**src/bca_pkg.sv**
```systemverilog
package bca_pkg;

   localparam int CHUNK_BYTES   = 16;
   localparam int CB_SHIFT      = $clog2(CHUNK_BYTES);
   localparam int MAX_CHUNKS    = 8;
   localparam int HEADER_CHUNKS = 4;
   localparam int MAX_BYTES     = MAX_CHUNKS * CHUNK_BYTES;

   localparam int CMD_W  = 2;
   localparam int SIZE_W = 12;
   localparam int OFF_W  = 14;
   localparam int STAT_W = 3;
   localparam int CNT_W  = 4;
   localparam int IDX_W  = OFF_W - CB_SHIFT;

   typedef enum logic [CMD_W-1:0] {
      CMD_ALLOC  = 2'd0,
      CMD_FREE   = 2'd1,
      CMD_RESIZE = 2'd2,
      CMD_BAD    = 2'd3
   } command_type;

   typedef enum logic [STAT_W-1:0] {
      ST_OK         = 3'd0,
      ST_NOSPACE    = 3'd1,
      ST_MISALIGNED = 3'd2,
      ST_NOTALLOC   = 3'd3,
      ST_MOVE       = 3'd4
   } status_type;

   typedef enum logic [3:0] {
      S_INIT, S_IDLE, S_SRCH_RD, S_SRCH_CHK, S_EXT_RD0, S_EXT_RD1,
      S_EXT_CHK, S_APP_RD, S_APP_WR, S_DONE
   } state_type;

   // one memory word: 64 chunks of start and in-use bits
   typedef struct packed {
      logic [63:0] start;
      logic [63:0] in_use;
   } map_word_type;

endpackage

```
**src/bca_ifs.sv**
```systemverilog
interface bca_req_if;
   import bca_pkg::*;
   logic              valid;
   logic              ready;
   logic [CMD_W-1:0]  command;
   logic [SIZE_W-1:0] size_bytes;
   logic [OFF_W-1:0]  byte_offset;
   modport source(output valid, command, size_bytes, byte_offset, input ready);
   modport sink(input valid, command, size_bytes, byte_offset, output ready);
endinterface

interface bca_rsp_if;
   import bca_pkg::*;
   logic              valid;
   logic              ready;
   logic [STAT_W-1:0] status;
   logic [OFF_W-1:0]  result_offset;
   logic [CNT_W-1:0]  chunk_count;
   logic              zone_empty;
   modport source(output valid, status, result_offset, chunk_count, zone_empty,
                  input ready);
   modport sink(input valid, status, result_offset, chunk_count, zone_empty,
                output ready);
endinterface

```
**src/bitmap_chunk_allocator_top.sv**
```systemverilog
// Sequence after a request is accepted: allocate reads and checks one map word at a time
//   from the search start, then updates the map (two words if the run spans two words).
//   Free / resize read the extent, then update the map unless no map write is needed.
//   Errors found at dispatch go straight to the result.
// One word in flight; the next request is taken in the cycle the result turns valid.
// Reset: synchronous; after reset a clearing pass writes every map word to zero,
//   one word per cycle, before the first request is taken.
module bitmap_chunk_allocator_top #(
   parameter int NUM_CHUNKS = 1024
) (
   input logic       clock,
   input logic       reset,
   bca_req_if.sink   req_chan,
   bca_rsp_if.source rsp_chan
);
   import bca_pkg::*;

   localparam int MAP_WORDS = (NUM_CHUNKS + 63) / 64;
   localparam int WW        = (MAP_WORDS > 1) ? $clog2(MAP_WORDS) : 1;
   localparam int CW        = $clog2(NUM_CHUNKS) + 1;   // chunk positions below 2N
   localparam int HW        = $clog2(NUM_CHUNKS);
   localparam int UW        = $clog2(NUM_CHUNKS + 1);
   localparam int PW        = (CW + CB_SHIFT > OFF_W) ? CW + CB_SHIFT : OFF_W;
   localparam int LAST_BITS = NUM_CHUNKS - (MAP_WORDS - 1) * 64;
   localparam logic [63:0] LAST_MASK = {64{1'b1}} >> (64 - LAST_BITS);

   // FSM and work registers
   state_type         state_ff, state_in;
   logic [WW-1:0]     init_cnt_ff, init_cnt_in;
   logic [HW-1:0]     hint_ff, hint_in;          // first-fit lower bound
   logic [UW-1:0]     used_ff, used_in;          // chunks in use, gives empty flag
   logic [CNT_W-1:0]  n_ff, n_in;                // requested chunks
   logic [SIZE_W-1:0] size_ff, size_in;
   logic              is_free_ff, is_free_in;
   logic [WW-1:0]     w_ff, w_in;                // search word
   logic [HW-1:0]     start_ff, start_in;        // search start chunk
   logic              first_ff, first_in;
   logic [MAX_CHUNKS-2:0] carry_ff, carry_in;    // free tail of previous word
   logic [CW-1:0]     idx_ff, idx_in;
   map_word_type      lo_ff, lo_in;              // word holding idx

   // pending bitmap update: range [a, a+len), set or clear, and start bit at a
   logic [CW-1:0]     a_ff, a_in;
   logic [CNT_W-1:0]  len_ff, len_in;
   logic              set_ff, set_in;
   logic              st_mod_ff, st_mod_in;
   logic              st_val_ff, st_val_in;
   logic [WW-1:0]     aw_ff, aw_in;
   logic              second_ff, second_in;

   // result held until the output register is free
   status_type        res_st_ff, res_st_in;
   logic [OFF_W-1:0]  res_off_ff, res_off_in;
   logic [CNT_W-1:0]  res_cnt_ff, res_cnt_in;
   logic              res_emp_ff, res_emp_in;

   // output register
   logic              out_v_ff, out_v_in;
   status_type        out_st_ff, out_st_in;
   logic [OFF_W-1:0]  out_off_ff, out_off_in;
   logic [CNT_W-1:0]  out_cnt_ff, out_cnt_in;
   logic              out_emp_ff, out_emp_in;

   // memory port
   logic [WW-1:0]     rd_addr;
   map_word_type      rd_data;
   logic              wr_en;
   logic [WW-1:0]     wr_addr;
   map_word_type      wr_data;

   bca_map_mem #(.DEPTH(MAP_WORDS), .AW(WW)) u_mem (
      .clock   (clock),
      .rd_addr (rd_addr),
      .rd_data (rd_data),
      .wr_en   (wr_en),
      .wr_addr (wr_addr),
      .wr_data (wr_data)
   );

   // request decode
   logic              req_take;
   logic [IDX_W-1:0]  req_idx;
   logic [SIZE_W:0]   req_ceil;
   logic [CNT_W-1:0]  req_n;
   logic [HW-1:0]     srch_start;

   assign req_chan.ready = (state_ff == S_IDLE);
   assign req_take       = req_chan.valid && req_chan.ready;
   assign req_idx        = req_chan.byte_offset[OFF_W-1:CB_SHIFT];
   assign req_ceil       = ({1'b0, req_chan.size_bytes} + (SIZE_W+1)'(CHUNK_BYTES - 1))
                           >> CB_SHIFT;
   assign req_n          = (req_ceil == '0) ? CNT_W'(1) : req_ceil[CNT_W-1:0];
   assign srch_start     = (32'(hint_ff) < HEADER_CHUNKS) ? HW'(HEADER_CHUNKS) : hint_ff;

   // search window: a run of n free chunks ending at bit j
   logic [63:0]               free_bits;
   logic [63+MAX_CHUNKS-1:0]  ext;
   logic [63:0]               fits;
   logic                      hit;
   logic [5:0]                hit_j;
   logic [CW-1:0]             pos;

   always_comb begin
      free_bits = ~rd_data.in_use
                & ((w_ff == WW'(MAP_WORDS - 1)) ? LAST_MASK : {64{1'b1}})
                & (first_ff ? ({64{1'b1}} << start_ff[5:0]) : {64{1'b1}});
      ext = {free_bits, carry_ff};
      for (int j = 0; j < 64; j++) begin
         fits[j] = 1'b1;
         for (int k = 0; k < MAX_CHUNKS; k++) begin
            if (k < int'(n_ff) && !ext[j + MAX_CHUNKS - 1 - k]) begin
               fits[j] = 1'b0;
            end
         end
      end
      hit   = |fits;
      hit_j = '0;
      for (int j = 63; j >= 0; j--) begin
         if (fits[j]) begin
            hit_j = 6'(j);
         end
      end
      pos = CW'({w_ff, 6'b0}) + CW'(hit_j) + CW'(1) - CW'(n_ff);
   end

   // extent window around idx
   logic              have_hi;
   map_word_type      hi_word;
   logic [127:0]      use_win, st_win;
   logic [CNT_W-1:0]  old_cnt;
   logic              alive, blocked;

   always_comb begin
      have_hi = (32'(idx_ff >> 6) + 1) < MAP_WORDS;
      hi_word = have_hi ? rd_data : '0;
      use_win = {hi_word.in_use, lo_ff.in_use} >> idx_ff[5:0];
      st_win  = {hi_word.start, lo_ff.start} >> idx_ff[5:0];
      old_cnt = CNT_W'(1);
      alive   = 1'b1;
      for (int k = 1; k < MAX_CHUNKS; k++) begin
         alive = alive && use_win[k] && !st_win[k] && ((32'(idx_ff) + k) < NUM_CHUNKS);
         if (alive) begin
            old_cnt = CNT_W'(k + 1);
         end
      end
      blocked = 1'b0;
      for (int k = 0; k < MAX_CHUNKS; k++) begin
         if (k >= int'(old_cnt) && k < int'(n_ff) &&
             (use_win[k] || (32'(idx_ff) + k) >= NUM_CHUNKS)) begin
            blocked = 1'b1;
         end
      end
   end

   // update masks
   logic [64:0]  len_full;
   logic [127:0] rng_mask, st_mask;
   logic [63:0]  m_word, s_word;

   always_comb begin
      len_full = (65'd1 << len_ff) - 65'd1;
      rng_mask = {64'b0, len_full[63:0]} << a_ff[5:0];
      st_mask  = 128'd1 << a_ff[5:0];
      m_word   = second_ff ? rng_mask[127:64] : rng_mask[63:0];
      s_word   = second_ff ? 64'b0 : st_mask[63:0];
   end

   logic [PW-1:0] pos_bytes;
   assign pos_bytes = PW'(pos) << CB_SHIFT;

   always_comb begin
      state_in    = state_ff;
      init_cnt_in = init_cnt_ff;
      hint_in     = hint_ff;
      used_in     = used_ff;
      n_in        = n_ff;
      size_in     = size_ff;
      is_free_in  = is_free_ff;
      w_in        = w_ff;
      start_in    = start_ff;
      first_in    = first_ff;
      carry_in    = carry_ff;
      idx_in      = idx_ff;
      lo_in       = lo_ff;
      a_in        = a_ff;
      len_in      = len_ff;
      set_in      = set_ff;
      st_mod_in   = st_mod_ff;
      st_val_in   = st_val_ff;
      aw_in       = aw_ff;
      second_in   = second_ff;
      res_st_in   = res_st_ff;
      res_off_in  = res_off_ff;
      res_cnt_in  = res_cnt_ff;
      res_emp_in  = res_emp_ff;
      out_v_in    = out_v_ff && !rsp_chan.ready;
      out_st_in   = out_st_ff;
      out_off_in  = out_off_ff;
      out_cnt_in  = out_cnt_ff;
      out_emp_in  = out_emp_ff;
      rd_addr     = '0;
      wr_en       = 1'b0;
      wr_addr     = '0;
      wr_data     = '0;

      case (state_ff)
         S_INIT: begin
            wr_en       = 1'b1;
            wr_addr     = init_cnt_ff;
            init_cnt_in = init_cnt_ff + WW'(1);
            if (init_cnt_ff == WW'(MAP_WORDS - 1)) begin
               state_in = S_IDLE;
            end
         end
         S_IDLE: begin
            if (req_take) begin
               size_in    = req_chan.size_bytes;
               n_in       = req_n;
               res_off_in = req_chan.byte_offset;
               res_cnt_in = '0;
               res_emp_in = 1'b0;
               is_free_in = (command_type'(req_chan.command) == CMD_FREE);
               state_in   = S_DONE;
               if (command_type'(req_chan.command) == CMD_ALLOC) begin
                  res_off_in = '0;
                  if (32'(req_chan.size_bytes) > MAX_BYTES) begin
                     res_st_in = ST_NOSPACE;
                  end else begin
                     start_in = srch_start;
                     w_in     = WW'(srch_start >> 6);
                     first_in = 1'b1;
                     carry_in = '0;
                     state_in = S_SRCH_RD;
                  end
               end else if (command_type'(req_chan.command) == CMD_BAD) begin
                  res_st_in = ST_NOTALLOC;
               end else if (req_chan.byte_offset[CB_SHIFT-1:0] != '0) begin
                  res_st_in = ST_MISALIGNED;
               end else if (32'(req_idx) >= NUM_CHUNKS) begin
                  res_st_in = ST_NOTALLOC;
               end else begin
                  idx_in   = CW'(req_idx);
                  state_in = S_EXT_RD0;
               end
            end
         end
         S_SRCH_RD: begin
            rd_addr  = w_ff;
            state_in = S_SRCH_CHK;
         end
         S_SRCH_CHK: begin
            if (hit) begin
               a_in       = pos;
               len_in     = n_ff;
               set_in     = 1'b1;
               st_mod_in  = 1'b1;
               st_val_in  = 1'b1;
               aw_in      = WW'(pos >> 6);
               second_in  = 1'b0;
               used_in    = used_ff + UW'(n_ff);
               if (pos < CW'(hint_ff)) begin
                  hint_in = HW'(pos);
               end
               res_st_in  = ST_OK;
               res_off_in = pos_bytes[OFF_W-1:0];
               res_cnt_in = n_ff;
               state_in   = S_APP_RD;
            end else if (w_ff == WW'(MAP_WORDS - 1)) begin
               res_st_in = ST_NOSPACE;
               state_in  = S_DONE;
            end else begin
               w_in     = w_ff + WW'(1);
               first_in = 1'b0;
               carry_in = free_bits[63 -: (MAX_CHUNKS - 1)];
               state_in = S_SRCH_RD;
            end
         end
         S_EXT_RD0: begin
            rd_addr  = WW'(idx_ff >> 6);
            state_in = S_EXT_RD1;
         end
         S_EXT_RD1: begin
            lo_in    = rd_data;
            rd_addr  = WW'((idx_ff >> 6) + CW'(1));
            state_in = S_EXT_CHK;
         end
         S_EXT_CHK: begin
            state_in  = S_DONE;
            a_in      = idx_ff;
            aw_in     = WW'(idx_ff >> 6);
            second_in = 1'b0;
            st_mod_in = 1'b0;
            st_val_in = 1'b0;
            if (!use_win[0] || !st_win[0]) begin
               res_st_in = ST_NOTALLOC;
            end else if (is_free_ff) begin
               len_in     = old_cnt;
               set_in     = 1'b0;
               st_mod_in  = 1'b1;
               used_in    = used_ff - UW'(old_cnt);
               if (idx_ff < CW'(hint_ff)) begin
                  hint_in = HW'(idx_ff);
               end
               res_st_in  = ST_OK;
               res_emp_in = (used_ff == UW'(old_cnt));
               state_in   = S_APP_RD;
            end else if (32'(size_ff) > MAX_BYTES) begin
               res_st_in  = ST_MOVE;
               res_cnt_in = old_cnt;
            end else if (n_ff < old_cnt) begin
               // shrink: drop the tail
               a_in       = idx_ff + CW'(n_ff);
               aw_in      = WW'((idx_ff + CW'(n_ff)) >> 6);
               len_in     = old_cnt - n_ff;
               set_in     = 1'b0;
               used_in    = used_ff - UW'(old_cnt - n_ff);
               if ((idx_ff + CW'(n_ff)) < CW'(hint_ff)) begin
                  hint_in = HW'(idx_ff + CW'(n_ff));
               end
               res_st_in  = ST_OK;
               res_cnt_in = n_ff;
               state_in   = S_APP_RD;
            end else if (n_ff == old_cnt) begin
               res_st_in  = ST_OK;
               res_cnt_in = n_ff;
            end else if (blocked) begin
               res_st_in  = ST_MOVE;
               res_cnt_in = old_cnt;
            end else begin
               // grow in place
               a_in       = idx_ff + CW'(old_cnt);
               aw_in      = WW'((idx_ff + CW'(old_cnt)) >> 6);
               len_in     = n_ff - old_cnt;
               set_in     = 1'b1;
               used_in    = used_ff + UW'(n_ff - old_cnt);
               res_st_in  = ST_OK;
               res_cnt_in = n_ff;
               state_in   = S_APP_RD;
            end
         end
         S_APP_RD: begin
            rd_addr  = aw_ff;
            state_in = S_APP_WR;
         end
         S_APP_WR: begin
            wr_en          = 1'b1;
            wr_addr        = aw_ff;
            wr_data.in_use = set_ff ? (rd_data.in_use | m_word) : (rd_data.in_use & ~m_word);
            wr_data.start  = rd_data.start;
            if (st_mod_ff) begin
               wr_data.start = st_val_ff ? (rd_data.start | s_word)
                                         : (rd_data.start & ~s_word);
            end
            if (!second_ff && rng_mask[127:64] != '0) begin
               second_in = 1'b1;
               aw_in     = aw_ff + WW'(1);
               state_in  = S_APP_RD;
            end else begin
               state_in = S_DONE;
            end
         end
         S_DONE: begin
            if (!out_v_ff || rsp_chan.ready) begin
               out_v_in   = 1'b1;
               out_st_in  = res_st_ff;
               out_off_in = res_off_ff;
               out_cnt_in = res_cnt_ff;
               out_emp_in = res_emp_ff;
               state_in   = S_IDLE;
            end
         end
         default: begin
            state_in = S_IDLE;
         end
      endcase
   end

   always_ff @(posedge clock) begin
      if (reset) begin
         state_ff    <= S_INIT;
         init_cnt_ff <= '0;
         hint_ff     <= HW'(HEADER_CHUNKS);
         used_ff     <= '0;
         out_v_ff    <= 1'b0;
      end else begin
         state_ff    <= state_in;
         init_cnt_ff <= init_cnt_in;
         hint_ff     <= hint_in;
         used_ff     <= used_in;
         out_v_ff    <= out_v_in;
      end
   end

   always_ff @(posedge clock) begin
      n_ff       <= n_in;
      size_ff    <= size_in;
      is_free_ff <= is_free_in;
      w_ff       <= w_in;
      start_ff   <= start_in;
      first_ff   <= first_in;
      carry_ff   <= carry_in;
      idx_ff     <= idx_in;
      lo_ff      <= lo_in;
      a_ff       <= a_in;
      len_ff     <= len_in;
      set_ff     <= set_in;
      st_mod_ff  <= st_mod_in;
      st_val_ff  <= st_val_in;
      aw_ff      <= aw_in;
      second_ff  <= second_in;
      res_st_ff  <= res_st_in;
      res_off_ff <= res_off_in;
      res_cnt_ff <= res_cnt_in;
      res_emp_ff <= res_emp_in;
      out_st_ff  <= out_st_in;
      out_off_ff <= out_off_in;
      out_cnt_ff <= out_cnt_in;
      out_emp_ff <= out_emp_in;
   end

   assign rsp_chan.valid         = out_v_ff;
   assign rsp_chan.status        = out_st_ff;
   assign rsp_chan.result_offset = out_off_ff;
   assign rsp_chan.chunk_count   = out_cnt_ff;
   assign rsp_chan.zone_empty    = out_emp_ff;
endmodule

```
**src/bca_map_mem.sv**
```systemverilog
module bca_map_mem #(
   parameter int DEPTH = 16,
   parameter int AW    = 4
) (
   input  logic                  clock,
   input  logic [AW-1:0]         rd_addr,
   output bca_pkg::map_word_type rd_data,
   input  logic                  wr_en,
   input  logic [AW-1:0]         wr_addr,
   input  bca_pkg::map_word_type wr_data
);
   import bca_pkg::*;

   map_word_type mem [DEPTH];
   map_word_type rd_data_ff;

   always_ff @(posedge clock) begin
      if (wr_en) begin
         mem[wr_addr] <= wr_data;
      end
      rd_data_ff <= mem[rd_addr];
   end

   assign rd_data = rd_data_ff;
endmodule

```
**src/flat_wrapper.sv**
```systemverilog
// flat-port wrapper written by rule: the top's interface ports become plain ports
module bitmap_chunk_allocator_top_flat import bca_pkg::*;
#(
   parameter int NUM_CHUNKS = 1024
)
  (clock, reset, req_chan_valid, req_chan_command, req_chan_size_bytes, req_chan_byte_offset, req_chan_ready, rsp_chan_valid, rsp_chan_status, rsp_chan_result_offset, rsp_chan_chunk_count, rsp_chan_zone_empty, rsp_chan_ready);
  bca_req_if req_chan_i ();
  bca_rsp_if rsp_chan_i ();
  input logic clock;
  input logic reset;
  input wire logic [$bits(req_chan_i.valid)-1:0] req_chan_valid;
  input wire logic [$bits(req_chan_i.command)-1:0] req_chan_command;
  input wire logic [$bits(req_chan_i.size_bytes)-1:0] req_chan_size_bytes;
  input wire logic [$bits(req_chan_i.byte_offset)-1:0] req_chan_byte_offset;
  output wire logic [$bits(req_chan_i.ready)-1:0] req_chan_ready;
  output wire logic [$bits(rsp_chan_i.valid)-1:0] rsp_chan_valid;
  output wire logic [$bits(rsp_chan_i.status)-1:0] rsp_chan_status;
  output wire logic [$bits(rsp_chan_i.result_offset)-1:0] rsp_chan_result_offset;
  output wire logic [$bits(rsp_chan_i.chunk_count)-1:0] rsp_chan_chunk_count;
  output wire logic [$bits(rsp_chan_i.zone_empty)-1:0] rsp_chan_zone_empty;
  input wire logic [$bits(rsp_chan_i.ready)-1:0] rsp_chan_ready;
  assign req_chan_i.valid = req_chan_valid;
  assign req_chan_i.command = req_chan_command;
  assign req_chan_i.size_bytes = req_chan_size_bytes;
  assign req_chan_i.byte_offset = req_chan_byte_offset;
  assign req_chan_ready = req_chan_i.ready;
  assign rsp_chan_valid = rsp_chan_i.valid;
  assign rsp_chan_status = rsp_chan_i.status;
  assign rsp_chan_result_offset = rsp_chan_i.result_offset;
  assign rsp_chan_chunk_count = rsp_chan_i.chunk_count;
  assign rsp_chan_zone_empty = rsp_chan_i.zone_empty;
  assign rsp_chan_i.ready = rsp_chan_ready;
  bitmap_chunk_allocator_top #(.NUM_CHUNKS(NUM_CHUNKS)) u_core (.clock(clock), .reset(reset), .req_chan(req_chan_i), .rsp_chan(rsp_chan_i));
endmodule
```
**config.mk**
```make
export PLATFORM = sky130hd
export DESIGN_NAME = bitmap_chunk_allocator_top_flat
export DESIGN_NICKNAME = d
export VERILOG_FILES = /design/src/bca_pkg.sv /design/src/bca_ifs.sv /design/src/bitmap_chunk_allocator_top.sv /design/src/bca_map_mem.sv /design/src/flat_wrapper.sv
export SDC_FILE = /design/constraint.sdc
export NUM_CORES = 2
export LEC_CHECK = 0
export BUFFER_PORTS_ARGS = -buffer_cell sky130_fd_sc_hd__buf_2
export CORE_UTILIZATION = 55
export DETAILED_ROUTE_END_ITERATION = 7
export GPL_TIMING_DRIVEN = 0
export PLACE_DENSITY = 0.7
export SYNTH_ARGS = -nofsm -noshare
export SYNTH_HDL_FRONTEND = slang
export SYNTH_SLANG_ARGS = --single-unit
```
**constraint.sdc**
```tcl
create_clock -name clock -period 31.9 [get_ports clock]
set_input_delay 7.975 -clock clock [delete_from_list [all_inputs] [get_ports clock]]
set_output_delay 7.975 -clock clock [all_outputs]
set_load 0.05 [all_outputs]
```
# --- After elaboration in Yosys (flattened, before gate mapping) ---
# Memory sizes are Yosys's and may differ from the RTL's. A register that Yosys moved wholly into a read port is not among the register bits.
# Index checks and enable logic that the tools add are counted.
classes:
  bitwise: 12
  n_shift: 6
  n_addsub: 27
  n_reduce_logical: 670
  n_eq_ne: 37
  n_mux: 729
  magnitude_cmp: 39
ops:
  columns: ["op", "n"]
  rows:
  - ["logical AND 1 bit", 551]
  - ["two-way mux 1 bit", 544]
  - ["two-way mux 6 bit", 71]
  - ["two-way mux 64 bit", 6]
  - ["two-way mux 128 bit", 2]
  - ["right shift 128 x 6 -> 8 bit", 2]
  - ["greater-or-equal comparator 32 x 11 -> 1 bit, second input constant", 7]
  - ["< comparator 32 x 11 -> 1 bit, second input constant", 7]
  - ["bitwise AND 64 bit", 3]
  - ["NOT 64 bit", 3]
  - ["two-way mux 4 bit", 44]
  - ["OR 64 bit", 2]
  - ["<< shifter 64 x 6 -> 128 bit", 1]
  - ["two-way mux 10 bit", 9]
  - ["zero test 1 bit", 83]
  - ["two-way mux 11 bit", 7]
  - ["nonzero test 64 bit", 1]
  - ["OR reduction 64 bit", 1]
  - ["<< shifter 1 x 4 -> 64 bit, first input constant", 1]
  - ["<< shifter 1 x 6 -> 64 bit, first input constant", 1]
  - ["<< shifter 64 x 6 -> 64 bit, first input constant", 1]
  - ["subtractor 64 x 1 -> 64 bit, second input constant", 1]
  - ["two-way mux 3 bit", 17]
  - ["adder 10 x 3 -> 11 bit, second input constant", 4]
  - ["other kinds (74)", 151]
word_totals:
  ramBits: 2048
  ff_bits: 265
  memories: 1
  wordCells: 1551
mem_list:
  columns: ["name", "depth", "word_bits", "rd", "rd_ports_with_merged_regs", "wr", "line", "text"]
  rows:
  - ["u_core.u_mem.mem", 16, 128, 1, 1, 1, "bca_map_mem.sv:14", "map_word_type mem [DEPTH];"]

# --- Longest topological paths before layout ---
logic_depth:
  word_depth: 84
  mapped_depth: 38
  mapped_depth_nobuf: 34

# --- Modules after synthesis ---
# Synthesis repeated with hierarchy kept, for this count alone.
unflattened:
  cells_unflattened: 7062
  area_unflattened_um2: 110232.0
by_module_without_submodules:
  columns: ["module", "area_each_um2", "seq_area_each_um2", "instances", "cells_per_inst"]
  rows:
  - ["bca_map_mem", 79361.1, 64061.4, 1, 3365]
  - ["bitmap_chunk_allocator_top", 30870.9, 7657.3, 1, 3697]

# --- Worst setup path after synthesis ---
# OpenSTA, ideal clock, no wires.
synth_timing:
  kind: "register -> register"
  from: "reg u_core.state_ff[0]"
  to: "mem u_core.u_mem.mem[8][0] in the netlist's numbering (enable)"
  period_less_slack_ns: 10.881
  setup_ns: 0.771
  t_arrival_ns: 10.111
  stages_incl_launch_ff: 6
  t_required_ns: 31.129
  slack_ns: 21.019
  path_cell_list: "dfxtp_1 clkbuf_1 clkbuf_1 nor3_1 o21ai_0 nor3_1"
synth_via:
  elab_chain_cells: 5
synth_lines:
  columns: ["element", "line", "text"]
  rows:
  - ["from (decl)", "bitmap_chunk_allocator_top.sv:28", "state_type state_ff, state_in;"]
  - ["from (signal assigned)", "bitmap_chunk_allocator_top.sv:386", "state_ff <= state_in;"]
  - ["== test 4 bit / zero test 4 bit (equally long branches)", "bitmap_chunk_allocator_top.sv:206", "case (state_ff)"]
  - ["OR reduction 2 bit (no source line)", null, null]
  - ["two-way mux 1 bit", "bitmap_chunk_allocator_top.sv:206", null]
  - ["two-way mux 1 bit", "bca_map_mem.sv:18", "if (wr_en) begin"]
  - ["two-way mux 1 bit (not written as such)", "bca_map_mem.sv:19", "mem[wr_addr] <= wr_data;"]
  - ["to (decl)", "bca_map_mem.sv:14", null]
# Several ways; a longest one is shown, not always the timed one.

# --- Worst setup path after layout ---
layout_timing:
  from: "reg u_core.idx_ff[2]"
  to: "reg u_core.used_ff[10]"
layout_via:
  elab_chain_cells: 36
layout_lines:
  columns: ["element", "line", "text"]
  rows:
  - ["from (decl)", "bitmap_chunk_allocator_top.sv:39", "logic [CW-1:0] idx_ff, idx_in;"]
  - ["from (signal assigned)", "bitmap_chunk_allocator_top.sv:402", "idx_ff <= idx_in;"]
  - ["branches (longest 36 deep; another with < comparator 32 x 11 -> 1 bit)", null, null]
  - ["to (signal assigned)", "bitmap_chunk_allocator_top.sv:389", "used_ff <= used_in;"]
  - ["to (decl)", "bitmap_chunk_allocator_top.sv:31", "logic [UW-1:0] used_ff, used_in;"]
# Several ways; the timed one is not identified. The select of a mux whose other input is x is not followed.
# A chain may end at the register's enable or synchronous reset.

==> flow_metrics.env <==
export IMPL_regToRegStartpoint="u_core.idx_ff[2]$_DFFE_PP_"
export IMPL_whs_path_depth=0
export IMPL_setup_tns_ns=0
export IMPL_fin_nets=7888
export IMPL_synthTopCellsByCount="2,283 x edfxtp_1, 600 x nand2_1, 598 x mux4_2"
export IMPL_final_hold_viol_count=0
export IMPL_synth_most_common_cell="edfxtp_1"
export IMPL_clock_skew_ns=0.0970
export IMPL_synth_seq_area_share=0.645
export IMPL_violations="design-rule violations, max-capacitance violations, max-slew violations"
export IMPL_setup_slack_ns=20.95
export IMPL_end_kind="flop"
export IMPL_pre_cts_slack_ns=21.30
export IMPL_num_io_pins=56
export IMPL_synth_warnings=0
export IMPL_root_buffer="clkbuf_16"
export IMPL_crit_family="compound AO/OA/AOI/OAI gates"
export IMPL_grt_start_max_net_pins=68
export IMPL_route_vias_total=75989
export IMPL_grt_pass1_vias=74082
export IMPL_grt_util_met2=0.591
export IMPL_synth_edf_count=2283
export IMPL_n_fill_cell=14450
export IMPL_overflow=0
export IMPL_crit_path_max_incr_delay_ns=0.89
export IMPL_fp_dieW_um=452
export IMPL_worstHoldStart="u_core.res_off_ff[6]$_DFFE_PP_"
export IMPL_r2r_slack_ns=20.95
export IMPL_setup_violations=0
export IMPL_post_cts_buffers=0
export IMPL_synth_async_reset_ratio=0
export IMPL_grt_pass1_wl_um=566000
export IMPL_outcome="finished with violations"
export IMPL_grt_total_usage=0.397
export IMPL_timing_rr_end="u_core.used_ff[10]$_SDFFE_PP0P_"
export IMPL_gp_congestion=1.09
export IMPL_initial_core_util=0.555
export IMPL_wl_per_cell_um=38.3
export IMPL_critPathRequiredTime_ns=32.72
export IMPL_clock_path_buffers=3
export IMPL_drv_slew=23
export IMPL_drive_gt1_frac=0.182
export IMPL_dieArea_um2=204000
export IMPL_syn_area_per_cell_um2=15.2
export IMPL_cts_sinks=2441
export IMPL_synthCells=7328
export IMPL_clkTransAtPathRegs_ns=0.07
export IMPL_fmax_mhz=91.3
export IMPL_path_common_cell="a21oi_1"
export IMPL_ys_ff_latch=2441
export IMPL_routed_wl_um=407000
export IMPL_crit_arrival_ns=11.77
export IMPL_leakage_nw=41.0
export IMPL_dpl_hpwl_um=290000
export IMPL_antenna_left=0
export IMPL_viasPerCell=7.14
export IMPL_ys_flop_type="edfxtp_1"
export IMPL_final_period_utilization=0.343
export IMPL_coreArea_um2=200000
export IMPL_synth_fp_nets=7458
export IMPL_clock_latency_ns=0.92
export IMPL_multi_input_comb_area_um2=36900
export IMPL_crit_buf_inv=6
export IMPL_hp_class="flop to flop"
export IMPL_cts_tree="done"
export IMPL_slowest_stage="a31oi_1"
export IMPL_grtUsageMet3=0.119
export IMPL_total_power_mw=6.78
export IMPL_port_buffers=55
export IMPL_maxCapViolations=3
export IMPL_period_minus_slack_ns=10.95
export IMPL_startpoint_type="flop"
export IMPL_h_tree_depth=4
export IMPL_synthTopCellsByArea="edfxtp_1 62%, mux4_2 12%, dfxtp_1 2.8%"
export IMPL_worst_setup_path_type="flop to flop"
export IMPL_yosysTopAreaCell="edfxtp_1"
export IMPL_hold_end="u_core.rsp_chan.result_offset[6]$_DFFE_PP_"
export IMPL_syn_area_um2=111000
export IMPL_hold_buffers=0
export IMPL_numCtsBuffers=233
export IMPL_area_growth_pct=13.0
export IMPL_drt_iter0_markers=11622
export IMPL_ir_worst_vdd_uv=56.1
export IMPL_firstDrtPassIters=8
export IMPL_critPathMaxFanout=10
export IMPL_grt_setup_unrepaired="no"
export IMPL_worst_pin_slew_ns=1.57
export IMPL_reg2regPathDepth=35
export IMPL_die_h_um=452
export IMPL_drc=2
export IMPL_powerDensity_nw_per_um2=54.0
export IMPL_relSlewSlack=-0.0437
export IMPL_grt_use_met1=0.534
export IMPL_antenna_found_initial=31
export IMPL_cts_resized=0
export IMPL_synth_top_area_frac=0.617
export IMPL_grt_busiest_layer="met2"
export IMPL_num_rows=164
export IMPL_regArea_um2=71700
export IMPL_crit_cells=35
export IMPL_synth_cell_type_count=117
## stage by stage
step | util | hold slack (ns) | cells | instance area (um^2)
5_1_grt | 0.627 | 0.425 | 10630 | 126000
3_5_place_dp | 0.586 | 0.405 | 10176 | 117000
3_3_place_gp | 0.573 | 0.403 | 10039 | 115000
2_1_floorplan | - | 0.400 | 7328 | 111000
4_1_cts | 0.626 | 0.420 | 10621 | 125000
6_report | 0.627 | 0.418 | 10637 | 126000
## layout make-up
| type | instances | area share |
|---|---|---|
| Timing Repair Buffer | 195 | 0.0225 |
| Tap cell | 2656 | 0.0265 |
| Buffer | 537 | 0.0195 |
| Clock inverter | 137 | 0.0132 |
| Inverter | 94 | 0.00285 |
| Sequential cell | 2441 | 0.571 |
| Antenna cell | 13 | 0.000259 |
| Multi-Input combinational cell | 4256 | 0.294 |
| Clock buffer | 308 | 0.0505 |
## flip-flops by register name, summed over array words and instances (netlist names), 4 cells and up
signal                         count
u_core.a_ff                        6
u_core.aw_ff                       4
u_core.carry_ff                    7
u_core.hint_ff                    10
u_core.idx_ff                     10
u_core.init_cnt_ff                 4
u_core.len_ff                      4
u_core.lo_ff                     128
u_core.n_ff                        4
u_core.res_cnt_ff                  4
u_core.res_off_ff                 14
u_core.rsp_chan.chunk_count        4
u_core.rsp_chan.result_offset     14
u_core.size_ff                    12
u_core.start_ff                    6
u_core.state_ff                    4
u_core.u_mem.mem                2048
u_core.u_mem.rd_data             128
u_core.used_ff                    11
u_core.w_ff                        4
## cell families (layout without fill, tap and decap cells)
| logic type | after synthesis | in the layout | synth area share |
|---|---|---|---|
| buffers and inverters | 631 | 1271 | 0.0250 |
| XOR/XNOR | 58 | 58 | 0.00457 |
| multiplexers | 866 | 866 | 0.147 |
| flip-flops | 2441 | 2441 | 0.645 |
| AND/OR/NAND/NOR | 1657 | 1657 | 0.0705 |
| adder cells (fa/ha/maj) | 99 | 99 | 0.0117 |
| other | 0 | 13 | 0 |
| AO/OA/AOI/OAI | 1576 | 1576 | 0.0961 |
## worst max path at each step
stage,slack [ns],from,endpoint
2_1_floorplan,21.02,u_core.state_ff[0]$_SDFFE_PP0P_,u_core.u_mem.mem[8][0]$_DFFE_PP_
4_1_cts,21.36,u_core.idx_ff[2]$_DFFE_PP_,u_core.used_ff[10]$_SDFFE_PP0P_
6_report,20.95,u_core.idx_ff[2]$_DFFE_PP_,u_core.used_ff[10]$_SDFFE_PP0P_
5_1_grt,20.74,u_core.idx_ff[2]$_DFFE_PP_,u_core.used_ff[10]$_SDFFE_PP0P_
3_3_place_gp,8.99,u_core.state_ff[0]$_SDFFE_PP0P_,u_core.u_mem.mem[8][49]$_DFFE_PP_
3_5_place_dp,21.30,req_chan_size_bytes[3],u_core.carry_ff[0]$_SDFFCE_PN0P_
## report_power, final
part           switching, mW  internal, mW
Combinational          0.175         0.108
Clock                   1.25          1.62
Sequential            0.0848          3.55
Total                   1.51          5.27
## per-layer routing
metal | up-vias | share of wire
li1 | 30370 | -
met1 | 38929 | 0.37
met2 | 5571 | 0.44
met3 | 1097 | 0.13
met4 | 22 | 0.057
met5 | - | 0.00040
## cell usage in the layout, fill, tap and decap left out, types with 45 or more instances in the layout
cell       count
edfxtp_1    2283
nand2_1      600
mux4_2       598
nor2_1       365
clkbuf_1     360
a21oi_1      307
o21ai_0      243
clkbuf_16    236
mux2i_1      192
a211oi_1     175
a31oi_1      167
and2_1       158
dfxtp_1      158
o22ai_1      121
buf_2        118
nand3_1      113
buf_1        111
nor3_1        93
buf_12        92
ha_1          90
inv_1         86
a22oi_1       75
mux2_2        66
a21o_1        64
buf_6         51
nor2b_1       51
clkinv_2      45
## worst register-to-register path, delay by kind of cell, from the launching register on
family	cells	cell delay (ns)
simple gates	6	1.15
compound gates	18	4.40
fa+ha+maj	3	1.21
flops	1	0.68
xor+xnor	2	0.37
buf+inv	6	3.12
Note: power is estimated with default switching activity, not from simulation.
